==> src/hdl/gba_pkg.sv <==
// ----------------------------------------------------------------------------
// gba_pkg: shared definitions for the group-by average accumulator
// Widths, table depth, command codes and sequencer states.
// ----------------------------------------------------------------------------
package gba_pkg;

  // Table depth and derived index widths
  localparam int MAX_GROUPS = 4;
  localparam int IDX_W      = (MAX_GROUPS > 1) ? $clog2(MAX_GROUPS) : 1;
  localparam int UC_W       = $clog2(MAX_GROUPS + 1);

  // Field widths
  localparam int ACTION_W = 2;
  localparam int KEY_W    = 64;
  localparam int MEAS_W   = 12;
  localparam int NUM_MEAS = 4;
  localparam int SUM_W    = 28;
  localparam int CNT_W    = 16;
  localparam int GIDX_W   = 2;
  localparam int STEP_W   = $clog2(SUM_W);
  localparam int LANE_W   = $clog2(NUM_MEAS);

  localparam logic [CNT_W-1:0] CNT_MAX = {CNT_W{1'b1}};

  // Command codes carried in the action field
  typedef enum logic [ACTION_W-1:0] {
    ACT_ADD    = 2'd0,
    ACT_REPORT = 2'd1,
    ACT_CLEAR  = 2'd2
  } action_e;

  // Sequencer states
  typedef enum logic [1:0] {
    ST_IDLE,
    ST_SEARCH,
    ST_LOAD,
    ST_DIV
  } state_e;

endpackage

==> src/hdl/group_by_average_accumulator.sv <==
// Timing: an add is busy while keys are searched (one key compare per cycle); clear acts
// at the accepting edge and busy stays low; a report of n groups runs them all through
// one shared restoring divider, one mean at a time, last row as busy falls.
// Empty report: one result the cycle after start; busy stays low.
// Throughput: one word at a time; results are one-cycle strobes, never stalled.
// Reset (async, active low) empties the table and clears the drop counter.
// ----------------------------------------------------------------------------
// group_by_average_accumulator
// Keyed table of up to MAX_GROUPS groups with sums, counts and a drop
// counter; reports truncated means per group in insertion order.
// ----------------------------------------------------------------------------
module group_by_average_accumulator (
  input  logic                         clk_i,
  input  logic                         rst_ni,
  input  logic                         start,
  output logic                         busy,
  input  logic [gba_pkg::ACTION_W-1:0] action_i,
  input  logic [gba_pkg::KEY_W-1:0]    sample_key_i,
  input  logic [gba_pkg::MEAS_W-1:0]   sepal_length_in_i,
  input  logic [gba_pkg::MEAS_W-1:0]   sepal_width_in_i,
  input  logic [gba_pkg::MEAS_W-1:0]   petal_length_in_i,
  input  logic [gba_pkg::MEAS_W-1:0]   petal_width_in_i,
  output logic                         out_valid_o,
  output logic                         group_valid_o,
  output logic [gba_pkg::GIDX_W-1:0]   group_index_o,
  output logic [gba_pkg::KEY_W-1:0]    group_key_o,
  output logic [gba_pkg::CNT_W-1:0]    sample_count_o,
  output logic [gba_pkg::MEAS_W-1:0]   avg_sepal_length_o,
  output logic [gba_pkg::MEAS_W-1:0]   avg_sepal_width_o,
  output logic [gba_pkg::MEAS_W-1:0]   avg_petal_length_o,
  output logic [gba_pkg::MEAS_W-1:0]   avg_petal_width_o,
  output logic [gba_pkg::CNT_W-1:0]    dropped_samples_o,
  output logic                         last_result_o
);
  import gba_pkg::*;

  // Group table (no reset: entries are written when a group opens)
  logic [KEY_W-1:0] keys_q [MAX_GROUPS];
  logic [SUM_W-1:0] sums_q [MAX_GROUPS][NUM_MEAS];
  logic [CNT_W-1:0] cnts_q [MAX_GROUPS];

  // Control state
  state_e          state_q, state_d;
  logic [UC_W-1:0] used_q, used_d;
  logic [CNT_W-1:0] drop_q, drop_d;
  logic            out_valid_q, out_valid_d;

  // Working registers
  logic [IDX_W-1:0]  idx_q, idx_d;
  logic [LANE_W-1:0] lane_q, lane_d;
  logic [STEP_W-1:0] step_q, step_d;
  logic [KEY_W-1:0]  key_q, key_d;
  logic [MEAS_W-1:0] meas_q [NUM_MEAS];
  logic [MEAS_W-1:0] meas_d [NUM_MEAS];
  logic [SUM_W-1:0]  dvd_q, dvd_d;
  logic [CNT_W-1:0]  rem_q, rem_d;
  logic [MEAS_W-1:0] avg_q [NUM_MEAS];
  logic [MEAS_W-1:0] avg_d [NUM_MEAS];

  // Result word
  logic              res_gv_q, res_gv_d;
  logic [GIDX_W-1:0] res_idx_q, res_idx_d;
  logic [KEY_W-1:0]  res_key_q, res_key_d;
  logic [CNT_W-1:0]  res_cnt_q, res_cnt_d;
  logic [CNT_W-1:0]  res_drop_q, res_drop_d;
  logic              res_last_q, res_last_d;

  // Table write port
  logic             tbl_we;
  logic [IDX_W-1:0] tbl_idx;
  logic [KEY_W-1:0] tbl_key;
  logic [SUM_W-1:0] tbl_sum [NUM_MEAS];
  logic [CNT_W-1:0] tbl_cnt;

  // Shared datapath signals
  logic             at_end;
  logic             key_hit;
  logic [CNT_W:0]   shifted;
  logic [CNT_W:0]   trial;
  logic [SUM_W-1:0] quot;
  logic [CNT_W-1:0] cur_cnt;

  assign cur_cnt = cnts_q[idx_q];
  assign at_end  = (used_q == '0) || ((UC_W'(idx_q) + UC_W'(1)) == used_q);
  assign key_hit = (used_q != '0) && (keys_q[idx_q] == key_q);

  // Restoring divider step, one quotient bit per cycle
  assign shifted = {rem_q, dvd_q[SUM_W-1]};
  assign trial   = shifted - {1'b0, cur_cnt};
  assign quot    = {dvd_q[SUM_W-2:0], ~trial[CNT_W]};

  // Sequencer: next state, datapath updates and result word
  always_comb begin
    state_d     = state_q;
    used_d      = used_q;
    drop_d      = drop_q;
    out_valid_d = 1'b0;
    idx_d       = idx_q;
    lane_d      = lane_q;
    step_d      = step_q;
    key_d       = key_q;
    meas_d      = meas_q;
    dvd_d       = dvd_q;
    rem_d       = rem_q;
    avg_d       = avg_q;
    res_gv_d    = res_gv_q;
    res_idx_d   = res_idx_q;
    res_key_d   = res_key_q;
    res_cnt_d   = res_cnt_q;
    res_drop_d  = res_drop_q;
    res_last_d  = res_last_q;
    tbl_we      = 1'b0;
    tbl_idx     = idx_q;
    tbl_key     = key_q;
    tbl_cnt     = cur_cnt + CNT_W'(1);
    for (int l = 0; l < NUM_MEAS; l++) begin
      tbl_sum[l] = sums_q[idx_q][l] + SUM_W'(meas_q[l]);
    end

    unique case (state_q)
      ST_IDLE: begin
        if (start) begin
          unique case (action_e'(action_i))
            ACT_ADD: begin
              key_d     = sample_key_i;
              meas_d[0] = sepal_length_in_i;
              meas_d[1] = sepal_width_in_i;
              meas_d[2] = petal_length_in_i;
              meas_d[3] = petal_width_in_i;
              idx_d     = '0;
              state_d   = ST_SEARCH;
            end
            ACT_REPORT: begin
              idx_d  = '0;
              lane_d = '0;
              if (used_q == '0) begin
                // Empty table: one invalid result, straight away
                out_valid_d = 1'b1;
                res_gv_d    = 1'b0;
                res_idx_d   = '0;
                res_key_d   = '0;
                res_cnt_d   = '0;
                res_drop_d  = drop_q;
                res_last_d  = 1'b1;
                for (int l = 0; l < NUM_MEAS; l++) begin
                  avg_d[l] = '0;
                end
              end else begin
                state_d = ST_LOAD;
              end
            end
            ACT_CLEAR: begin
              used_d = '0;
              drop_d = '0;
            end
            default: ;
          endcase
        end
      end

      // One key compared per cycle
      ST_SEARCH: begin
        if (key_hit) begin
          state_d = ST_IDLE;
          if (cur_cnt == CNT_MAX) begin
            if (drop_q != CNT_MAX) drop_d = drop_q + CNT_W'(1);
          end else begin
            tbl_we = 1'b1;
          end
        end else if (at_end) begin
          state_d = ST_IDLE;
          if (used_q == UC_W'(MAX_GROUPS)) begin
            if (drop_q != CNT_MAX) drop_d = drop_q + CNT_W'(1);
          end else begin
            // Open a new group in the next free slot
            tbl_we  = 1'b1;
            tbl_idx = IDX_W'(used_q);
            tbl_cnt = CNT_W'(1);
            for (int l = 0; l < NUM_MEAS; l++) begin
              tbl_sum[l] = SUM_W'(meas_q[l]);
            end
            used_d = used_q + UC_W'(1);
          end
        end else begin
          idx_d = idx_q + IDX_W'(1);
        end
      end

      // Load one sum into the divider
      ST_LOAD: begin
        dvd_d   = sums_q[idx_q][lane_q];
        rem_d   = '0;
        step_d  = '0;
        state_d = ST_DIV;
      end

      ST_DIV: begin
        dvd_d  = quot;
        rem_d  = trial[CNT_W] ? shifted[CNT_W-1:0] : trial[CNT_W-1:0];
        step_d = step_q + STEP_W'(1);
        if (step_q == STEP_W'(SUM_W - 1)) begin
          avg_d[lane_q] = quot[MEAS_W-1:0];
          state_d       = ST_LOAD;
          if (lane_q == LANE_W'(NUM_MEAS - 1)) begin
            // All four means done: emit this group
            out_valid_d = 1'b1;
            res_gv_d    = 1'b1;
            res_idx_d   = GIDX_W'(idx_q);
            res_key_d   = keys_q[idx_q];
            res_cnt_d   = cur_cnt;
            res_drop_d  = drop_q;
            res_last_d  = at_end;
            lane_d      = '0;
            if (at_end) begin
              state_d = ST_IDLE;
            end else begin
              idx_d = idx_q + IDX_W'(1);
            end
          end else begin
            lane_d = lane_q + LANE_W'(1);
          end
        end
      end

      default: state_d = ST_IDLE;
    endcase
  end

  // Control registers
  always_ff @(posedge clk_i or negedge rst_ni) begin
    if (!rst_ni) begin
      state_q     <= ST_IDLE;
      used_q      <= '0;
      drop_q      <= '0;
      out_valid_q <= 1'b0;
      idx_q       <= '0;
      lane_q      <= '0;
      step_q      <= '0;
    end else begin
      state_q     <= state_d;
      used_q      <= used_d;
      drop_q      <= drop_d;
      out_valid_q <= out_valid_d;
      idx_q       <= idx_d;
      lane_q      <= lane_d;
      step_q      <= step_d;
    end
  end

  // Payload registers
  always_ff @(posedge clk_i) begin
    key_q      <= key_d;
    meas_q     <= meas_d;
    dvd_q      <= dvd_d;
    rem_q      <= rem_d;
    avg_q      <= avg_d;
    res_gv_q   <= res_gv_d;
    res_idx_q  <= res_idx_d;
    res_key_q  <= res_key_d;
    res_cnt_q  <= res_cnt_d;
    res_drop_q <= res_drop_d;
    res_last_q <= res_last_d;
  end

  // Group table write
  always_ff @(posedge clk_i) begin
    if (tbl_we) begin
      keys_q[tbl_idx] <= tbl_key;
      cnts_q[tbl_idx] <= tbl_cnt;
      for (int l = 0; l < NUM_MEAS; l++) begin
        sums_q[tbl_idx][l] <= tbl_sum[l];
      end
    end
  end

  // Outputs
  assign busy               = (state_q != ST_IDLE);
  assign out_valid_o        = out_valid_q;
  assign group_valid_o      = res_gv_q;
  assign group_index_o      = res_idx_q;
  assign group_key_o        = res_key_q;
  assign sample_count_o     = res_cnt_q;
  assign avg_sepal_length_o = avg_q[0];
  assign avg_sepal_width_o  = avg_q[1];
  assign avg_petal_length_o = avg_q[2];
  assign avg_petal_width_o  = avg_q[3];
  assign dropped_samples_o  = res_drop_q;
  assign last_result_o      = res_last_q;

`ifndef ASSERT_OFF
  // More results of a report to come: the sequencer must still be running
  a_more_results_busy: assert property (@(posedge clk_i) disable iff (!rst_ni)
    out_valid_o && !last_result_o |-> busy)
    else $error("non-final result while idle");

  // The invalid result only ever closes a report
  a_invalid_is_last: assert property (@(posedge clk_i) disable iff (!rst_ni)
    out_valid_o && !group_valid_o |-> last_result_o)
    else $error("invalid result not marked last");

  // Table fill never passes its depth
  a_used_in_range: assert property (@(posedge clk_i) disable iff (!rst_ni)
    used_q <= UC_W'(MAX_GROUPS))
    else $error("group count beyond table depth");
`endif

endmodule
==> config.mk <==
export PLATFORM = sky130hd
export DESIGN_NAME = group_by_average_accumulator
export DESIGN_NICKNAME = d
export VERILOG_FILES = /design/src/hdl/gba_pkg.sv /design/src/hdl/group_by_average_accumulator.sv
export SDC_FILE = /design/constraint.sdc
export NUM_CORES = 1
export LEC_CHECK = 0
export BUFFER_PORTS_ARGS = -buffer_cell sky130_fd_sc_hd__buf_4
export CAP_MARGIN = 20
export CORE_MARGIN = 4
export CORE_UTILIZATION = 45
export DETAILED_ROUTE_END_ITERATION = 8
export SLEW_MARGIN = 40
export SYNTH_ARGS = -nofsm -noshare
export SYNTH_HDL_FRONTEND = slang
export SYNTH_SLANG_ARGS = --single-unit
==> constraint.sdc <==
create_clock -name clk_i -period 24.2 [get_ports clk_i]
set_input_delay 1.21 -clock clk_i [delete_from_list [all_inputs] [get_ports clk_i]]
set_output_delay 1.21 -clock clk_i [all_outputs]
set_load 0.02 [all_outputs]
=== Yosys cells after proc, flatten, opt, wreduce, memory -nomap -nowiden ===
Memory sizes are Yosys's and may differ from the RTL's.
Index checks and enable logic that the tools add are counted.

* Bits in registers: 335
* Memories: 3
* Output and inout bits: 150
* RAM bits: 768

* Muxes and demuxes: 111
* Bitwise operators: 2
* Reduce and logical (&&, ||, !) cells: 21
* $lt $le $gt $ge: 2
* Add/sub/neg operators: 12
* Eq/ne operators: 27

{| class="wikitable"
|+ Memories
! memory !! words !! bits a word !! read ports !! clocked after Yosys merged registers in !! write ports !! RTL line !! RTL
|-
| sums_q || 4 || 112 || 1 || 0 || 1 || group_by_average_accumulator.sv:39 || <nowiki>logic [SUM_W-1:0] sums_q [MAX_GROUPS][NUM_MEAS];</nowiki>
|-
| keys_q || 4 || 64 || 1 || 0 || 1 || group_by_average_accumulator.sv:38 || <nowiki>logic [KEY_W-1:0] keys_q [MAX_GROUPS];</nowiki>
|-
| cnts_q || 4 || 16 || 1 || 0 || 1 || group_by_average_accumulator.sv:40 || <nowiki>logic [CNT_W-1:0] cnts_q [MAX_GROUPS];</nowiki>
|}

{| class="wikitable"
|+ Operators by type and width
! cell !! number
|-
| $mux W112 || 4
|-
| $mux W16 || 22
|-
| $mux W64 || 5
|-
| $mux W48 || 4
|-
| $pmux W16 S2 || 4
|-
| $pmux W64 S2 || 1
|-
| $add A28 B12 Y28 || 4
|-
| $pmux W48 S2 || 1
|-
| $eq A64 B64 Y1 || 1
|-
| $bmux W28 S2 || 1
|-
| $mux W28 || 2
|-
| $pmux W28 S2 || 1
|-
| $mux W2 || 26
|-
| $bwmux W48 || 1
|-
| $add A16 B1 Y16 const B || 2
|-
| $demux W12 S2 || 1
|-
| $reduce_and A6 Y1 || 4
|-
| $mux W1 || 22
|-
| $sub A17 B16 Y17 || 1
|-
| $eq A16 B16 Y1 const B || 1
|-
| $ne A16 B16 Y1 const B || 1
|-
| $ne A2 B2 Y1 const B || 8
|-
| $mux W3 || 5
|-
| $mux W12 || 1
|-
| 32 further kinds || 52
|}

=== Logic depth before layout (Yosys ltp) ===
* Word-level depth: 8
* Mapped depth: 20
* Gate-level depth less buffers: 13

=== Worst setup path before layout ===
Ideal clock, no wire load.

* Path kind: register to register
* From: register idx_q[0]
* To: memory cnts_q[0][0] (enable)
* Data arrival time: 17.146 ns
* Clock period less this slack: 18.172 ns
* Stages on the path, launching flop included: 16
* Required time: 23.174 ns
* Path buffers: 7
* Setup slack: 6.028 ns
* Cells stage by stage: dfrtp_1 buf_6 buf_8 buf_6 buf_8 buf_6 buf_8 mux4_2 ha_1 and2_1 nor3b_2 nand3_1 o311ai_1 or2_2 clkbuf_1 o31ai_1

* Elaborated cells between the ends (all ways): 18
* Those cells by class: add/sub (1); eq/ne (3); mux (10); reduce/logical (2); memory (2)

{| class="wikitable"
|+ RTL lines
! element !! RTL line !! RTL
|-
| start: declaration || group_by_average_accumulator.sv:49 || <nowiki>logic [IDX_W-1:0] idx_q, idx_d;</nowiki>
|-
| start signal: assignment || group_by_average_accumulator.sv:244 || <nowiki>idx_q <= idx_d;</nowiki>
|-
| $mem_v2 Z4 W16 || n/a ||
|-
| net cur_cnt[0] || group_by_average_accumulator.sv:81 || <nowiki>logic [CNT_W-1:0] cur_cnt;</nowiki>
|-
| $eq A16 B16 Y1 || group_by_average_accumulator.sv:165 || <nowiki>if (cur_cnt == CNT_MAX) begin</nowiki>
|-
| $mux W1 || group_by_average_accumulator.sv:165 ||
|-
| $mux W1 || group_by_average_accumulator.sv:163 || <nowiki>if (key_hit) begin</nowiki>
|-
| $mux W1 || group_by_average_accumulator.sv:120 || <nowiki>unique case (state_q)</nowiki>
|-
| $mux W1 || group_by_average_accumulator.sv:267 || <nowiki>if (tbl_we) begin</nowiki>
|-
| $mux W1 (implied by the code) || group_by_average_accumulator.sv:269 || <nowiki>cnts_q[tbl_idx] <= tbl_cnt;</nowiki>
|-
| end: declaration || group_by_average_accumulator.sv:40 ||
|}

The timed path passes the listed nets, and every way through them passes these cells.

=== Worst setup path after layout ===
* From: register idx_q[0]
* To: memory sums_q[0][60] (netlist bit) (enable)

* Cells in the longest elaborated chain, start to end: 8
* Elaborated cells between the ends (all ways): 18
* Those cells by class: add/sub (1); eq/ne (3); mux (10); reduce/logical (2); memory (2)

{| class="wikitable"
|+ Ends and longest elaborated chain
! element !! RTL line
|-
| branches (longest 8 deep; another with $mem_v2 Z4 W64) || n/a
|-
| end: declaration || group_by_average_accumulator.sv:39
|}

Parallel ways; which one is timed is not known.

==> Implementation_results.wiki <==
{| class="wikitable"
! Metric !! Value
|-
| Worst hold path class || primary input to async pin
|-
| Post-synthesis sequential element count || 1103
|-
| Placed Cells || 4277
|-
| Post-CTS Hold Fix Bufs || 0
|-
| Overflow after GRT || 0
|-
| Unrepaired setup endpoints after global routing || false
|-
| Maximum level of the CTS H-tree || 3
|-
| # clock sinks || 1103
|-
| Multi-input combinational cell area || 0.0133 mm²
|-
| Ratio of cells with drive above 1 in the final layout || 0.245
|-
| Final hold violations || 0
|-
| Average instance area after synthesis || 17.4 µm²
|-
| Cell type of the slowest stage on the worst timing path || sky130_fd_sc_hd__buf_4
|-
| Number of gates resized after cts || 0
|-
| Leakage || 0.0179 µW
|-
| Die Outline Area || 0.110 mm²
|-
| Sequential Area || 0.0330 mm²
|-
| Power per standard cell area || 70.3 mW/mm²
|-
| Endpoints failing setup || 0
|-
| Cell type group with the largest total delay on the critical path || buffers and inverters
|-
| Cell at the root of the clock tree || sky130_fd_sc_hd__clkbuf_16
|-
| CTS tree || yes
|-
| Total Routed Length || 107 mm
|-
| Synth Instances || 2693
|-
| Via density per instance || 5.57
|-
| Maximum number of pins on one net before global-route repair || 95
|-
| Max Buffers Root-to-Sink || 3
|-
| Final standard cell count with taps included and fillers excluded || 4492
|-
| Nets || 3216
|-
| Critical path, cell by cell || buf_12 -> buf_12 -> mux4_2 -> xnor2_1 -> nand4_1 -> nor4_1 -> nand4_1 -> or2_2 -> o31ai_4 -> buf_4 -> buf_6 -> buf_4
|-
| Routed length per placed instance || 23.9 µm
|-
| Most frequently used flop master after synthesis || sky130_fd_sc_hd__edfxtp_1
|-
| Setup repair bufs after CTS || 0
|-
| Count of cell types in the netlist || 58
|-
| Antenna violations before repair || 7
|-
| Pin slew with the least headroom to its limit || 850 ps
|-
| Longest individual stage delay on the worst path || 740 ps
|-
| Number of iterations in the first detailed-routing pass || 5
|-
| CP Launch Type || flop
|-
| Post-synthesis cell type with the largest combined area || sky130_fd_sc_hd__edfxtp_1
|-
| Final weighted congestion in routability-driven placement || 0.796
|-
| PortBufs || 266
|-
| Proportion of register bits with asynchronous set or reset after synthesis || 0.0281
|-
| Clock latency on the worst-skew pair || 690 ps
|-
| Number of warnings issued by yosys || 0
|-
| Post-synth EDFFs || 1072
|-
| Die Wd || 331 µm
|-
| Area grow syn2layout || 16.1%
|-
| Netlist area before placement || 0.0470 mm²
|-
| Standard-cell row count || 118
|-
| Category of the critical setup timing path || flop to flop
|-
| Via count of the first global-routing pass || 26000
|-
| Number of routed nets with antenna violations || 0
|-
| Count of routing violations after the opening detailed-route iteration || 1912
|-
| Capturing element type of the critical path || flop
|-
| Number of filler instances in the final layout || 8282
|-
| Detailed placer's ending HPWL || 68.4 mm
|-
| First-pass GRT wire length || 162 mm
|-
| Total cell area at the placement stage || 0.0507 mm²
|-
| Total CTS buffers || 114
|-
| Overall power after layout || 3830 µW
|-
| GR Util All Layers || 0.196
|-
| Outcome || finished clean
|-
| DRC errors left || 0
|-
| Number of violations of the max-capacitance limit || 0
|-
| Peak clock frequency supported by timing || 159 MHz
|-
| Die Ht || 331 µm
|-
| Clock-pin transition on the worst setup and hold timing paths || 60 ps
|-
| Initial standard-cell utilization of the core || 0.454
|-
| Count of pins on the block boundary || 267
|-
| Leading cell types by total area after synthesis || sky130_fd_sc_hd__edfxtp_1 (69%), sky130_fd_sc_hd__mux4_2 (11%), sky130_fd_sc_hd__xnor2_1 (2.2%), sky130_fd_sc_hd__ha_1 (2.1%), sky130_fd_sc_hd__dfrtp_1 (1.7%)
|-
| Worst path buffer plus inverter count || 5
|-
| Layout Cell Area excl Fill || 0.0545 mm²
|-
| Worst clock skew || 27.4 ps
|-
| CP required || 24500 ps
|-
| Final core utilization || 0.527
|-
| Final critical delay including setup and external delays || 6280 ps
|-
| Top fanout value on the critical path || 68
|-
| Worst voltage drop across the vdd grid || 63.6 µV
|-
| Fin Setup TNS || 0 ps
|-
| Share of synthesized area occupied by flip-flops and latches || 0.702
|-
| Crit share post-route || 0.260
|-
| Total number of vias || 25000
|-
| Area share of the leading cell type in the synthesized netlist || 0.686
|-
| Arr. time, crit path || 6580 ps
|-
| Number of max-slew violations in the final report || 0
|-
| Placeable core region || 0.103 mm²
|-
| Max_slew headroom || 0.433
|-
| Post-synthesis net count || 2893
|}
final cells by class:
cell class	instances	area share
multi-input cells	1422	0.244
well taps	1380	0.0317
clock buffers	129	0.0538
diodes	3	0.000138
flip-flops and latches	1103	0.605
inverters	62	0.00427
clock inverters	80	0.0150
repair buffers	313	0.0460
report_power, final:
group / leakage, µW / total (µW) / internal [µW] / switching, µW
Sequential: 0.00982 / 2070 / 2070 / 0
Clock: 0.00183 / 1750 / 1020 / 729
Combinational: 0.00628 / 18.6 / 11.9 / 6.68
cells by family after synthesis:
family                   count (synthesis)  synth area share
buffers and inverters                  168            0.0169
adder cells (fa/ha/maj)                 83            0.0229
multiplexers                           322             0.128
XOR/XNOR                               190            0.0354
AND/OR/NAND/NOR                        580            0.0636
flip-flops                            1103             0.702
AO/OA/AOI/OAI                          247            0.0308
cell usage in the layout, fill, tap and decap left out, drive strengths merged, types with 5 or more instances in the layout:
master	n
ha	78
xnor2	117
nor2b	74
mux2i	64
o21bai	10
mux4	220
nand2b	17
mux2	38
o31ai	9
clkinvlp	5
clkinv	57
a31oi	7
nand3	49
nor3	18
buf	313
o21ai	105
fa	5
a21oi	65
inv	66
a211oi	7
and2	94
and3	26
nand4	30
bufinv	14
edfxtp	1072
or3	14
a22o	5
nor4	12
nand2	118
nor2	116
clkbuf	129
a21o	16
xor2	73
dfrtp	31
metal layers:
layer | share of wire | GRT usage
met1 | 0.44 | 0.276
met2 | 0.49 | 0.325
met3 | 0.055 | 0.0289
met4 | 0.019 | 0.0487
met5 | 0 | 0
per-stage QoR:
stage	setup slack (ps)	hold WS, ps
final	17920	452
after global routing	17520	458
after floorplan	6030	454
after CTS	17470	419
after global placement	16490	500
after detailed placement	17470	491
registers in the layout, summed over array words and instances (netlist names), 2 cells and up:
signal and cells:
avg_petal_length_o 12, keys_q 256, avg_sepal_width_o 12, dvd_q 28
step_q 5, cnts_q 64, avg_sepal_length_o 12, group_index_o 2
meas_q 48, dropped_samples_o 16, state_q 2, key_q 64
lane_q 2, rem_q 16, used_q 3, sample_count_o 16
sums_q 448, idx_q 2, group_key_o 64, avg_petal_width_o 12
drop_q 16
path summary, 6_finish.rpt:
path | cells past startpoint | startpoint | slack, ps | end
worst max-delay path | 12 | idx_q[0]$_DFFE_PN0P_ | 17920 | sums_q[0][60]$_DFFE_PP_
worst min-delay path | 1 | rst_ni | 450 | drop_q[8]$_DFFE_PN0P_
worst max register to register | 12 | idx_q[0]$_DFFE_PN0P_ | 17920 | sums_q[0][60]$_DFFE_PP_
worst min register to register | 0 | drop_q[10]$_DFFE_PN0P_ | 530 | dropped_samples_o[10]$_DFFE_PP_
max in group asynchronous | 1 | rst_ni | 23370 | idx_q[1]$_DFFE_PN0P_
min in group clk_i | 0 | drop_q[10]$_DFFE_PN0P_ | 530 | dropped_samples_o[10]$_DFFE_PP_
synth_stat cells, types with 38 or more instances:
library cell	number
sky130_fd_sc_hd__a21oi_1	65
sky130_fd_sc_hd__o21ai_0	97
sky130_fd_sc_hd__mux4_2	220
sky130_fd_sc_hd__ha_1	78
sky130_fd_sc_hd__xnor2_1	117
sky130_fd_sc_hd__nand2_1	118
sky130_fd_sc_hd__inv_1	61
sky130_fd_sc_hd__nor2b_1	74
sky130_fd_sc_hd__edfxtp_1	1072
sky130_fd_sc_hd__xor2_1	73
sky130_fd_sc_hd__mux2_2	38
sky130_fd_sc_hd__nand3_1	49
sky130_fd_sc_hd__clkbuf_1	56
sky130_fd_sc_hd__and2_1	94
sky130_fd_sc_hd__nor2_1	116
sky130_fd_sc_hd__mux2i_1	64
Note: power is estimated with default switching activity, not from simulation.
